===== src/rtl/prime_factorization_spf_sieve_assert.svh =====
// assertion macros for the rtl of the spf sieve block, included by spf_factor
// expects signals named clk and arst_n in the module that uses them
`ifndef PRIME_FACTORIZATION_SPF_SIEVE_ASSERT_SVH
`define PRIME_FACTORIZATION_SPF_SIEVE_ASSERT_SVH

`ifndef SYNTHESIS
// same-cycle implication
`define SPF_ASSERT_IMPL(lbl, ante, cons) \
	lbl: assert property (@(posedge clk) disable iff (!arst_n) (ante) |-> (cons)) \
		else $error("spf assertion failed");
// next-cycle implication
`define SPF_ASSERT_NEXT(lbl, ante, cons) \
	lbl: assert property (@(posedge clk) disable iff (!arst_n) (ante) |=> (cons)) \
		else $error("spf assertion failed");
`else
`define SPF_ASSERT_IMPL(lbl, ante, cons)
`define SPF_ASSERT_NEXT(lbl, ante, cons)
`endif

`endif


===== src/rtl/spf_pkg.sv =====
// constants and types of the smallest-prime-factor sieve block
// no dependencies
package spf_pkg;

	localparam int MAX_VALUE   = 65535;
	localparam int DEPTH       = MAX_VALUE + 1;
	localparam int ADDR_W      = $clog2(DEPTH);
	localparam int WORD_W      = ADDR_W;
	localparam int VALUE_W     = 16;
	localparam int EXP_W       = 5;
	localparam int CNT_W       = $clog2(ADDR_W + 1);
	localparam int FIRST_PRIME = 2;

	typedef logic [ADDR_W-1:0] addr_t;
	typedef logic [WORD_W-1:0] word_t;

	typedef struct packed {
		logic  we;
		addr_t waddr;
		word_t wdata;
		addr_t raddr;
	} ram_req_t;

	typedef struct packed {
		logic  start;
		addr_t dividend;
		addr_t divisor;
	} div_req_t;

	typedef struct packed {
		logic  done;
		addr_t quotient;
	} div_rsp_t;

endpackage


===== src/rtl/spf_div.sv =====
// iterative restoring divider, one quotient bit per cycle
// depends on spf_pkg
module spf_div
	import spf_pkg::*;
(
	input  logic     clk,
	input  logic     arst_n,
	input  div_req_t req,
	output div_rsp_t rsp
);
	logic [CNT_W-1:0]  cnt_q;
	logic              busy_q;
	logic              done_q;
	addr_t             rem_q;
	addr_t             quo_q;
	addr_t             dvs_q;
	logic [ADDR_W:0]   trial;
	logic [ADDR_W:0]   diff;

	assign trial = {rem_q, quo_q[ADDR_W-1]};
	assign diff  = trial - {1'b0, dvs_q};

	always_ff @(posedge clk or negedge arst_n) begin
		if (!arst_n) begin
			cnt_q  <= '0;
			busy_q <= 1'b0;
			done_q <= 1'b0;
		end else begin
			done_q <= 1'b0;
			if (req.start) begin
				busy_q <= 1'b1;
				cnt_q  <= CNT_W'(ADDR_W);
			end else if (busy_q) begin
				cnt_q <= cnt_q - 1'b1;
				if (cnt_q == CNT_W'(1)) begin
					busy_q <= 1'b0;
					done_q <= 1'b1;
				end
			end
		end
	end

	always_ff @(posedge clk) begin
		if (req.start) begin
			rem_q <= '0;
			quo_q <= req.dividend;
			dvs_q <= req.divisor;
		end else if (busy_q) begin
			// msb of the difference set means the trial went negative
			if (!diff[ADDR_W]) begin
				rem_q <= diff[ADDR_W-1:0];
				quo_q <= {quo_q[ADDR_W-2:0], 1'b1};
			end else begin
				rem_q <= trial[ADDR_W-1:0];
				quo_q <= {quo_q[ADDR_W-2:0], 1'b0};
			end
		end
	end

	assign rsp.done     = done_q;
	assign rsp.quotient = quo_q;
endmodule


===== config.mk =====
export PLATFORM = sky130hd
export DESIGN_NAME = spf_div
export DESIGN_NICKNAME = d
export VERILOG_FILES = /design/src/rtl/prime_factorization_spf_sieve_assert.svh /design/src/rtl/spf_pkg.sv /design/src/rtl/spf_div.sv
export SDC_FILE = /design/constraint.sdc
export NUM_CORES = 1
export LEC_CHECK = 0
export ABC_CLOCK_PERIOD_IN_PS = 3280
export BUFFER_PORTS_ARGS = -buffer_cell sky130_fd_sc_hd__buf_2
export CELL_PAD_IN_SITES_DETAIL_PLACEMENT = 1
export CELL_PAD_IN_SITES_GLOBAL_PLACEMENT = 1
export CORE_MARGIN = 2
export CORE_UTILIZATION = 40
export CTS_CLUSTER_SIZE = 10
export DETAILED_ROUTE_END_ITERATION = 7
export PLACE_DENSITY_LB_ADDON = 0.1
export SLEW_MARGIN = 20
export SYNTH_ARGS = -nofsm -noshare
export SYNTH_HDL_FRONTEND = slang
export SYNTH_SLANG_ARGS = --single-unit

===== constraint.sdc =====
create_clock -name clk -period 3.28 [get_ports clk]
set_input_delay 0.164 -clock clk [delete_from_list [all_inputs] [get_ports clk]]
set_output_delay 0.164 -clock clk [all_outputs]
set_load 0.01 [all_outputs]

* After elaboration in Yosys (flattened, before gate mapping)
Cells that the tools add are included.
** Storage, ports and cells
- Register bits after elaboration :: 55
- Input bits :: 35
- Output and inout bits :: 17
- Logic and storage cells :: 22
** Operators by class
- Add/sub/neg operators :: 2
- Equal/unequal tests :: 1
- Multiplexer cells :: 12
- Reductions and logical operators :: 1
** Operator list (count)
- 16-bit 2-to-1 mux :: 3
- 17-bit by 16-bit subtractor with 17-bit output :: 1
- 5-bit 2-to-1 mux :: 2
- 1-bit 2-to-1 mux :: 7
- 5-bit by 1-bit equality test with 1-bit output, second input constant :: 1
- 5-bit by 1-bit subtractor with 5-bit output, second input constant :: 1
- 2-bit nonzero test :: 1

* Logic depth before layout (Yosys ltp)
Gate-level depths: netlist (run 1).
- Depth in word-level cells :: 4
- Gate-level depth with buffers :: 11
- Mapped depth without buffers :: 10

* Worst setup path before layout (run 1)
OpenSTA, ideal clock, no wires.
- Path type :: flip-flop to flip-flop
- Start :: register quo_q[15]
- End :: register rem_q[3]
- Setup time :: 0.091 ns
- Arrival time :: 2.633 ns
- Required time :: 3.189 ns
- Setup slack :: 0.556 ns
- Cell stages (with the launch flop) :: 11
- Path buffers :: 0
- Clock period less this slack :: 2.724 ns
- Path through :: edfxtp_1 inv_1 ha_1 fa_1 nand2b_1 a21oi_2 o21ai_2 nor3_2 nor4_2 or4b_1 a311oi_1
** On the way
- Cells in the longest elaborated chain, start to end :: 2
** Ends and longest elaborated chain
- start: declaration :: line spf_div.sv:15 : addr_t quo_q;
- start signal: assignment :: line spf_div.sv:46 : quo_q <= req.dividend;
- start signal: assignment :: line spf_div.sv:52 : quo_q <= {quo_q[ADDR_W-2:0], 1'b1};
- start signal: assignment :: line spf_div.sv:55 : quo_q <= {quo_q[ADDR_W-2:0], 1'b0};
- 17-bit by 16-bit subtractor with 17-bit output :: line spf_div.sv:21 : assign diff = trial - {1'b0, dvs_q};
- 16-bit 2-to-1 mux :: line spf_div.sv:50 : if (!diff[ADDR_W]) begin
- end signal: assignment :: line spf_div.sv:51 : rem_q <= diff[ADDR_W-1:0];
- end signal: assignment :: line spf_div.sv:54 : rem_q <= trial[ADDR_W-1:0];
- end: declaration :: line spf_div.sv:14 : addr_t rem_q;
No other way between the ends.
A chain may end at the register's enable or synchronous reset.

* Worst setup path after layout (run 1)
- Start :: register quo_q[15]
- End :: register rem_q[8]
Same word-level chain as after synthesis.

==> flow_summary_export.csv, run 1 <==
group,metric,value,unit
setup_path,required,3490,ps
grt,grt_pass1_wl,12500,um
sta,hold_viol_final,0,
sta,slew_violations,0,
setup_path,worstSetupPathType,"flip-flop to flip-flop",
synth,synthArstFlopShare,12.73,%
cts,cts_tree,"built",
routing,drc_errors,0,
cts,clock-root-buffer,"clkbuf_8",
synth,synth-main-ff-cell,"edfxtp_1",
cts,htreeDepth,2,
floorplan,die_x,92.72,um
placed_design,gp_congestion,0.8167,
synth,synth_area,0.003148,mm^2
finish,final_area,0.003687,mm^2
floorplan,io_pins,52,
setup_path,path_cells,"inv_1 > ha_1 > fa_1 > nand2b_1 > a21oi_2 > o21ai_2 > nor3_2 > o31a_1 > buf_4 > nor3_1 > a2111oi_0",
finish,final_common_cell,"buf_2",
sta,fin_skew,19.36,ps
synth,ys_seq_area_share,46.26,%
setup_path,reg2reg_to,"rem_q[8]$_SDFFE_PP0P_",
routing,viasPerCell,5.314,
sta,maxSlewHeadroom,55.63,%
power,p_leak,1.560,nW
outcome,outcome,"finished, final reports clean",
sta,tightest_slew,659.7,ps
routing,drt_wl_total,7558,um
sta,fin_setup_tns,0,ps
sta,fin_ws,299.7,ps
synth,synthTopCellsByArea,"edfxtp_1 31%, dfxtp_1 10%, ha_1 7.2%, dfrtp_1 5.6%, mux2_2 5.4%",
synth,yosysWarnings,0,
synth,avgSynthCellArea,10.22,um^2
finish,drive_above_1_share,26.50,%
synth,synth_nets,362,
floorplan,dieArea,0.008596,mm^2
setup_path,rrSetupSlack,300,ps
grt,grt_pass1_vias,2487,
setup_path,critPathTopFamily,"compound AO/OA/AOI/OAI gates",
routing,wire_per_inst,16.15,um
finish,fillCellCount,896,
sta,fmax,335.5,MHz
power,p_seq_share,37.0,%
floorplan,core-area,0.007687,mm^2
synth,netlist_instances,308,
power,power.net_switching,1.124,mW
setup_path,rr_worst_depth,11,
routing,ant_nets,0,
routing,met1_length,3763,um
power,p_per_area,767.6,mW/mm^2
setup_path,critPathSlowestCell,"fa_1",
cts,postCtsHoldBufs,1,
placed_design,pre_cts_ws,304.3,ps
finish,final_cells,468,
cts,path_clk_slew,110,ps
finish,nets,419,
setup_path,path_buf_inv,2,
min_path,hold_depth,1,
min_path,hp-start,"req[3]",
placed_design,placed_area,0.003542,mm^2
synth,synth_top_area_cell,"edfxtp_1",
cts,insertion_delay,320,ps
cts,cts_buffers,5,
routing,routed.top_layer,"met4",
routing,wl_met2,3513,um
floorplan,row_count,32,
routing,num_vias,2487,
grt,grt_max_degree,37,
setup_path,r2r-start,"quo_q[15]$_DFFE_PP_",
sta,whs,3.825,ps
flow_run,cap_violations,0,
setup_path,worstSetupEndpointType,"flip-flop",
cts,post_cts_buffers,0,
setup_path,arrival,3190,ps
finish,area_delta_synth_final,17.13,%
sta,period_share,90.86,%
synth,yosys.area.top_type_share,30.52,%
sta,fin_crit,2980,ps
power,vdd_ir_drop_max,0.2390,mV
finish,n_antenna_cell,0,
floorplan,die_h,92.72,um
placed_design,dp.cells,457,
routing,first_pass_iters,4,
synth,ys_ff_latch,55,
setup_path,path_max_fanout,8,
power,total_power,2.830,mW
grt,grt.overflow.total,0,
routing,wl_met3,207,um
min_path,hold_class,"input port to flip-flop",
power,p_int,1.706,mW
routing,drtIter0Drc,178,
finish,layout_common_cells,"51 x buf_2, 32 x edfxtp_1, 28 x nor2_1",
sta,finalSetupViolations,0,
grt,globalRouteTotalUtil,18.52,%
sta,rsz0062_at_grt,"false",
setup_path,slowest_delay,390,ps
power,power.share.switching,39.73,%
synth,synth_cell_type_count,52,
min_path,whs_endpoint,"dvs_q[3]$_DFFE_PP_",
grt,antenna_found_initial,0,
placed_design,dp_hpwl,5668,um
cts,cts.path.max_buffers,2,
cts,ctsResizeCount,0,
finish,final_util,47.97,%
cts,clock_sinks,55,
floorplan,initial_utilization,40.95,%
synth,synth_enable_flop_cells,32,
placed_design,port-buffer-count,51,
power,pwr-share-clk,16.7,%
setup_path,start_kind,"flip-flop",
power,comb_power_share,46.2,%
[sequential cells by signal, summed over array words and instances, names as in the netlist]
| signal | flops |
|---|---|
| quo_q | 16 |
| done_q | 1 |
| cnt_q | 5 |
| busy_q | 1 |
| rem_q | 16 |
| dvs_q | 16 |
[power groups by stage]
stage          clock network (mW)  logic [mW]  registers, mW
6_report                    0.474        1.31           1.05
5_1_grt                     0.517        1.47           1.07
4_1_cts                     0.493        1.31           1.05
3_5_place_dp                    0        1.30           1.06
3_3_place_gp                    0        1.29           1.06
2_1_floorplan                   0       0.933           1.03
[cell usage after synthesis (8+ instances only)]
cell	count
dfxtp_1	16
clkbuf_1	8
mux2_2	15
o21ai_0	22
a21oi_1	11
nor2_1	28
a311oi_1	12
edfxtp_1	32
xnor2_1	8
ha_1	18
nand3_1	12
inv_1	20
nand2_1	24
[metal layers]
layer  GRT usage, %  up-vias
li1               -     1236
met1          26.12     1207
met2          30.23       39
met3          2.929        5
met4          4.044        0
met5              0        -
[kinds of logic (layout without fill, tap and decap cells)]
family,Yosys count,in the layout,share of synthesized area (%)
xor+xnor,14,14,3.895
flops,55,55,46.26
simple gates,97,97,15.34
mux,15,15,5.366
fa+ha+maj,19,19,7.790
buf+inv,34,92,4.411
compound gates,74,74,16.93
[cell type report]
type | count | area, um^2 | share of cell area, %
Clock buffer | 5 | 68.82 | 1.866
Clock inverter | 3 | 46.29 | 1.256
Multi-Input combinational cell | 219 | 1553 | 42.11
Inverter | 20 | 75.07 | 2.036
Tap cell | 102 | 127.6 | 3.461
Timing Repair Buffer | 64 | 360.3 | 9.773
Sequential cell | 55 | 1456 | 39.50
[worst register-to-register path, cell delays in order (launching register included)]
cell       delay [ps]
edfxtp_1          380
inv_1              50
ha_1              220
fa_1              390
nand2b_1          210
a21oi_2           240
o21ai_2           130
nor3_2            310
o31a_1            360
buf_4             200
nor3_1             60
a2111oi_0         330
[worst max path at each step]
| stage | start | endpoint | slack (ps) | depth (start not counted) |
|---|---|---|---|---|
| 4_1_cts | quo_q[15]$_DFFE_PP_ | rem_q[7]$_SDFFE_PP0P_ | 280 | 11 |
| 5_1_grt | quo_q[15]$_DFFE_PP_ | rem_q[8]$_SDFFE_PP0P_ | 70 | 11 |
| 3_5_place_dp | quo_q[15]$_DFFE_PP_ | rem_q[8]$_SDFFE_PP0P_ | 300 | 11 |
| 2_1_floorplan | quo_q[15]$_DFFE_PP_ | rem_q[3]$_SDFFE_PP0P_ | 560 | 10 |
| 3_3_place_gp | quo_q[15]$_DFFE_PP_ | rem_q[3]$_SDFFE_PP0P_ | 480 | 10 |
| 6_report | quo_q[15]$_DFFE_PP_ | rem_q[8]$_SDFFE_PP0P_ | 300 | 11 |
No activity file was read; power rests on OpenSTA's default activity.
==> inputs of run 2 (changes only) <==
--- a/config.mk
+++ b/config.mk
@@ -5,11 +5,12 @@
 export SDC_FILE = /design/constraint.sdc
 export NUM_CORES = 1
 export LEC_CHECK = 0
+export ABC_AREA = 1
 export ABC_CLOCK_PERIOD_IN_PS = 3280
 export BUFFER_PORTS_ARGS = -buffer_cell sky130_fd_sc_hd__buf_2
 export CELL_PAD_IN_SITES_DETAIL_PLACEMENT = 1
 export CELL_PAD_IN_SITES_GLOBAL_PLACEMENT = 1
-export CORE_MARGIN = 2
+export CORE_MARGIN = 4
 export CORE_UTILIZATION = 40
 export CTS_CLUSTER_SIZE = 10
 export DETAILED_ROUTE_END_ITERATION = 7
==> run 2 against run 1 <==
Register-to-register slack improved by 700 ps. Fmax grew 31%. Setup slack better by 700 ps. Hold slack improved by 20 ps. Area after synthesis up 6.8%. Design area is 4.8% higher. Clock power grew 13%. Global-route usage fell by 0.31 points. Die area is 16% higher. Synthesized cell count increased by 51%. Critical path depth rose by 2. Highest routed layer unchanged.
==> flow_summary_export.csv, run 2 <==
group,metric,value,unit
routing,viasPerCell,4.751,
synth,synthTopCellsByCount,"196 x nand2_1, 88 x inv_1, 32 x edfxtp_1",
routing,drc_errors,0,
power,p_seq_share,35.7,%
floorplan,die_h,99.70,um
grt,grt_max_degree,25,
finish,layout_common_cells,"196 x nand2_1, 88 x inv_1, 51 x buf_2",
synth,yosys.area.top_type_share,28.57,%
floorplan,dieArea,0.009939,mm^2
synth,ys_ff_latch,55,
setup_path,path_buf_inv,2,
placed_design,port-buffer-count,51,
setup_path,worstSetupEndpointType,"flip-flop",
synth,synth_top_area_cell,"edfxtp_1",
outcome,outcome,"finished, final reports clean",
synth,synthArstFlopShare,12.73,%
setup_path,arrival,2330,ps
sta,tightest_slew,714.6,ps
sta,fin_ws,997.9,ps
placed_design,dp.cells,617,
power,pwr-share-clk,20.0,%
floorplan,initial_utilization,40.93,%
sta,fin_crit,2282,ps
cts,cts_buffers,5,
setup_path,required,3330,ps
sta,slew_violations,0,
power,p_leak,2.159,nW
sta,fin_skew,5.583,ps
finish,final_cells,626,
grt,globalRouteTotalUtil,18.21,%
synth,synth_cell_type_count,32,
cts,insertion_delay,310,ps
cts,cts_tree,"built",
sta,finalSetupViolations,0,
finish,final_common_cell,"nand2_1",
setup_path,critPathTopFamily,"simple AND/OR/NAND/NOR gates",
grt,antenna_found_initial,0,
power,power.net_switching,1.093,mW
grt,grt.overflow.total,0,
synth,synth_area,0.003363,mm^2
setup_path,worstSetupPathType,"flip-flop to flip-flop",
routing,drt_wl_total,8508,um
synth,synthTopCellsByArea,"edfxtp_1 29%, nand2_1 22%, inv_1 9.8%, dfxtp_1 9.5%, ha_1 6.7%",
routing,first_pass_iters,4,
sta,maxSlewHeadroom,52.31,%
floorplan,io_pins,52,
synth,yosysMostFrequentCell,"nand2_1",
synth,synth_nets,520,
power,power.share.switching,40.78,%
synth,ys_seq_area_share,43.30,%
cts,ctsResizeCount,0,
sta,hold_viol_final,0,
cts,clock_sinks,55,
cts,path_clk_slew,100,ps
sta,fin_setup_tns,0,ps
routing,ant_nets,0,
finish,reg_top3,"dvs_q: 16 flops, quo_q: 16 flops, rem_q: 16 flops",
power,p_int,1.587,mW
cts,clock-root-buffer,"clkbuf_8",
min_path,hold_class,"input port to flip-flop",
routing,num_vias,2974,
routing,wire_per_inst,13.59,um
floorplan,row_count,33,
cts,postCtsHoldBufs,1,
synth,synth_enable_flop_cells,32,
finish,drive_above_1_share,14.20,%
sta,rsz0062_at_grt,"false",
synth,synth-main-ff-cell,"edfxtp_1",
finish,n_antenna_cell,0,
routing,drtIter0Drc,81,
cts,cts.path.max_buffers,2,
floorplan,die_x,99.70,um
finish,fillCellCount,1087,
power,p_per_area,693.6,mW/mm^2
synth,avgSynthCellArea,7.217,um^2
setup_path,path_cells,"inv_1 > ha_1 > fa_1 > inv_1 > nand2_1 > nand2_1 > nand3_1 > nand2_2 > nand2_2 > nand2_2 > nand2_1 > nand2_4 > o21ai_0",
setup_path,critPathSlowestCell,"fa_1",
setup_path,path_max_fanout,17,
placed_design,pre_cts_ws,1000,ps
sta,fmax,438.2,MHz
synth,yosysWarnings,0,
synth,netlist_instances,466,
grt,grt_pass1_vias,3065,
cts,post_cts_buffers,0,
setup_path,slowest_delay,410,ps
power,total_power,2.681,mW
flow_run,cap_violations,0,
finish,nets,574,
finish,area_delta_synth_final,14.92,%
cts,htreeDepth,2,
power,comb_power_share,44.3,%
placed_design,gp_congestion,0.7921,
placed_design,dp_hpwl,6799,um
setup_path,start_kind,"flip-flop",
grt,grt_pass1_wl,14530,um
floorplan,core-area,0.008217,mm^2
sta,period_share,69.58,%
power,vdd_ir_drop_max,0.2501,mV
## run 2: changes by cell type in the layout (fill, tap and decap cells not counted), moves of 12 or more
cell and change:
nand2_1 +172, mux2_2 -15, a311oi_1 -12, nand3_1 +18, o21ai_0 -15, inv_1 +68
## run 2: power by group through the flow
stage               Clock, mW  Combinational, mW  Sequential (mW)
global placement            0               1.16            0.966
global route            0.582               1.38            0.975
floorplan                   0              0.884            0.960
detailed placement          0               1.19            0.972
CTS                     0.553               1.20            0.958
finish                  0.536               1.19            0.958
## run 2: kinds of logic after synthesis
kind of cell               Yosys count  synth area share (%)
and+or+nand+nor                    266                 32.63
adders and majority gates           19                 7.292
AOI/OAI and AO/OA                   21                 3.423
DFF                                 55                 43.30
xor gates and xnor gates             7                 1.823
buffers and inverters               98                 11.53
## run 2: layout make-up
class | instances | area (um^2) | share of cell area (%)
Timing Repair Buffer | 55 | 287.8 | 7.446
Clock inverter | 2 | 60.06 | 1.554
Sequential cell | 55 | 1456 | 37.68
Inverter | 90 | 337.8 | 8.741
Multi-Input combinational cell | 313 | 1519 | 39.30
Tap cell | 105 | 131.4 | 3.399
Clock buffer | 6 | 72.57 | 1.878
## run 2: layer usage
layer  global-route usage, %  routed length, um  vias to the layer above
li1                        -                  -                     1533
met1                   24.53               4144                     1390
met2                   30.07               3943                       43
met3                   3.436                304                        8
met4                   4.727                115                        0
met5                       0                  0                        -
## run 2: through the flow
step | hold slack (ps) | util (%) | instance area (um^2)
floorplan | -131.6 | - | 3363
global placement | 7.007 | 45.30 | 3722
detailed placement | 9.078 | 45.30 | 3722
CTS | 12.52 | 47.04 | 3865
global route | 2.398 | 47.04 | 3865
finish | 24.13 | 47.04 | 3865
## run 2: path summary, 6_finish.rpt
| kind | from | end | slack (ps) | cells after the start |
|---|---|---|---|---|
| min | req[3] | dvs_q[3]$_DFFE_PP_ | 20 | 1 |
| min in group asynchronous | arst_n | cnt_q[2]$_DFFE_PN0P_ | 200 | 2 |
| max | quo_q[15]$_DFFE_PP_ | quo_q[0]$_DFFE_PP_ | 1000 | 13 |
| max in group asynchronous | arst_n | done_q$_DFF_PN0_ | 2920 | 2 |
| max reg2reg | quo_q[15]$_DFFE_PP_ | quo_q[0]$_DFFE_PP_ | 1000 | 13 |
| min reg2reg | cnt_q[3]$_DFFE_PN0P_ | cnt_q[3]$_DFFE_PN0P_ | 480 | 1 |
## run 2: worst register-to-register path, cell delays in order, from the launching register on
cell	delay, ps
edfxtp_1	360
inv_1	60
ha_1	220
fa_1	410
inv_1	70
nand2_1	40
nand2_1	110
nand3_1	100
nand2_2	100
nand2_2	70
nand2_2	80
nand2_1	80
nand2_4	190
o21ai_0	120
==> inputs of run 3 (changes only) <==
--- a/config.mk
+++ b/config.mk
@@ -6,7 +6,7 @@
 export NUM_CORES = 1
 export LEC_CHECK = 0
 export ABC_AREA = 1
-export ABC_CLOCK_PERIOD_IN_PS = 3280
+export ABC_CLOCK_PERIOD_IN_PS = 2200
 export BUFFER_PORTS_ARGS = -buffer_cell sky130_fd_sc_hd__buf_2
 export CELL_PAD_IN_SITES_DETAIL_PLACEMENT = 1
 export CELL_PAD_IN_SITES_GLOBAL_PLACEMENT = 1
==> constraint.sdc (replaced) <==
create_clock -name clk -period 2.2 [get_ports clk]
set_input_delay 0.11 -clock clk [delete_from_list [all_inputs] [get_ports clk]]
set_output_delay 0.11 -clock clk [all_outputs]
set_load 0.01 [all_outputs]
==> run 3 against run 2 <==
Utilization up 4.2 points. Critical path depth unchanged. Largest cell class unchanged. Die area did not move.
==> flow_summary_export.csv, run 3 (same netlist as run 2, synthesis figures left out) <==
group,metric,value,unit
grt,grt_max_degree,29,
power,vdd_ir_drop_max,0.3420,mV
finish,fillCellCount,1069,
setup_path,path_cells,"inv_1 > ha_2 > fa_2 > inv_1 > nand2_1 > nand2_2 > nand3_2 > nand2_2 > nand2_4 > nand2_8 > nand2_8 > nand2_8 > o21ai_0",
placed_design,port-buffer-count,51,
routing,first_pass_iters,4,
finish,final_common_cell,"nand2_1",
min_path,hold_depth,3,
cts,cts_buffers,5,
cts,clock_sinks,55,
sta,finalSetupViolations,0,
grt,grt.overflow.total,0,
setup_path,path_buf_inv,2,
finish,drive_above_1_share,17.37,%
power,p_int,2.311,mW
power,p_per_area,992.4,mW/mm^2
sta,maxSlewHeadroom,66.41,%
power,p_leak,2.286,nW
floorplan,die_h,99.70,um
grt,globalRouteTotalUtil,19.59,%
setup_path,worstSetupPathType,"flip-flop to flip-flop",
routing,drt_wl_total,9520,um
power,p_seq_share,34.5,%
grt,antenna_found_initial,0,
floorplan,core-area,0.008217,mm^2
sta,hold_viol_final,0,
grt,grt_pass1_vias,3377,
cts,path_clk_slew,110,ps
routing,drc_errors,0,
cts,cts.path.max_buffers,2,
min_path,hold_class,"input port to flip-flop",
placed_design,pre_cts_ws,-78.67,ps
routing,ant_nets,0,
cts,htreeDepth,2,
outcome,outcome,"finished, final reports clean",
flow_run,cap_violations,0,
floorplan,dieArea,0.009939,mm^2
floorplan,row_count,33,
sta,fmax,476.6,MHz
power,pwr-share-clk,14.2,%
sta,fin_crit,2098,ps
sta,fin_skew,6.999,ps
power,power.share.switching,44.68,%
sta,fin_ws,102.0,ps
setup_path,start_kind,"flip-flop",
finish,layout_common_cells,"193 x nand2_1, 88 x inv_1, 51 x buf_2",
sta,tightest_slew,500.7,ps
finish,final_util,51.23,%
sta,slew_violations,0,
cts,clock-root-buffer,"clkbuf_8",
grt,grt_pass1_wl,15730,um
setup_path,rr_worst_depth,13,
routing,drtIter0Drc,108,
finish,reg_top3,"dvs_q: 16 flops, quo_q: 16 flops, rem_q: 16 flops",
routing,viasPerCell,4.794,
finish,final_cells,652,
floorplan,io_pins,52,
setup_path,path_max_fanout,5,
cts,insertion_delay,320,ps
sta,period_share,95.37,%
setup_path,critPathTopFamily,"simple AND/OR/NAND/NOR gates",
finish,area_delta_synth_final,25.15,%
finish,n_antenna_cell,0,
setup_path,arrival,2160,ps
setup_path,crit_top_cell,"nand2_8",
power,total_power,4.177,mW
routing,wire_per_inst,14.60,um
setup_path,required,2260,ps
finish,nets,600,
cts,cts_tree,"built",
placed_design,dp.cells,620,
floorplan,die_x,99.70,um
setup_path,critPathSlowestCell,"edfxtp_1",
routing,num_vias,3126,
setup_path,slowest_delay,370,ps
power,power.net_switching,1.866,mW
placed_design,placed_area,0.003745,mm^2
power,comb_power_share,51.3,%
floorplan,initial_utilization,40.93,%
setup_path,worstSetupEndpointType,"flip-flop",
setup_path,path_depth,13,
placed_design,dp_hpwl,6924,um
placed_design,gp_congestion,0.8390,
finish,final_area,0.004209,mm^2
==> run 3: cell count changes in the layout (fill, tap and decap cells not counted), sizes merged <==
cell and change:
buf +7, dlygate4sd3 +16, nand2 +3, clkinvlp +1, inv +1, bufinv -2
==> run 3: power groups by stage <==
| stage | Sequential (mW) | Combinational, mW | Clock [mW] |
|---|---|---|---|
| CTS | 1.43 | 1.92 | 0.611 |
| finish | 1.44 | 2.14 | 0.593 |
| global route | 1.46 | 2.42 | 0.655 |
| global placement | 1.44 | 1.75 | 0 |
| floorplan | 1.43 | 1.32 | 0 |
| detailed placement | 1.45 | 1.82 | 0 |
==> run 3: path summary, 6_finish.rpt <==
path                                 startpoint              endpoint  slack, ps
setup / recovery            quo_q[15]$_DFFE_PP_    quo_q[0]$_DFFE_PP_        100
hold / removal                          req[27]   quo_q[11]$_DFFE_PP_         50
setup reg to reg            quo_q[15]$_DFFE_PP_    quo_q[0]$_DFFE_PP_        100
hold reg to reg            cnt_q[3]$_DFFE_PN0P_  cnt_q[3]$_DFFE_PN0P_        480
max in group asynchronous                arst_n  cnt_q[0]$_DFFE_PN0P_       1890
min in group asynchronous                arst_n  cnt_q[4]$_DFFE_PN0P_        150
==> run 3: final cells by class <==
cell class / count / area (um^2) / share of cell area, %
Tap cell: 105 / 131.4 / 3.121
Clock inverter: 2 / 16.27 / 0.3864
Multi-Input combinational cell: 316 / 1694 / 40.25
Timing Repair Buffer: 78 / 500.5 / 11.89
Inverter: 90 / 337.8 / 8.026
Clock buffer: 6 / 72.57 / 1.724
Sequential cell: 55 / 1456 / 34.60
==> run 3: per-layer routing <==
| layer | part of all wire (%) | GRT usage (%) |
|---|---|---|
| met4 | 1.1 | 3.256 |
| met1 | 44 | 24.83 |
| met2 | 49 | 35.15 |
| met3 | 5.4 | 3.576 |
| met5 | 0 | 0 |
==> run 3: tightest hold or removal path: stages <==
cell and delay, ps:
buf_2 70, nand2_1 40, nand2_1 50
==> run 3: timing repair <==
| action | CTS | global route |
|---|---|---|
| endpoints found under the setup margin | 17 | 17 |
| resized for setup | 6 | 22 |
| hold endpoints to repair | 23 | 0 |
| cloned | 2 | 1 |
| buffers inserted | 0 | 4 |
| hold buffers | 17 | 0 |
| pin swaps | 1 | 8 |
==> run 3: per-stage QoR <==
step                      hold WS, ps  setup TNS (ps)
after floorplan                -185.6               0
after global placement         -45.79               0
after detailed placement       -47.25          -702.4
after CTS                       51.13               0
after global routing            36.38          -88.17
final                           54.93               0
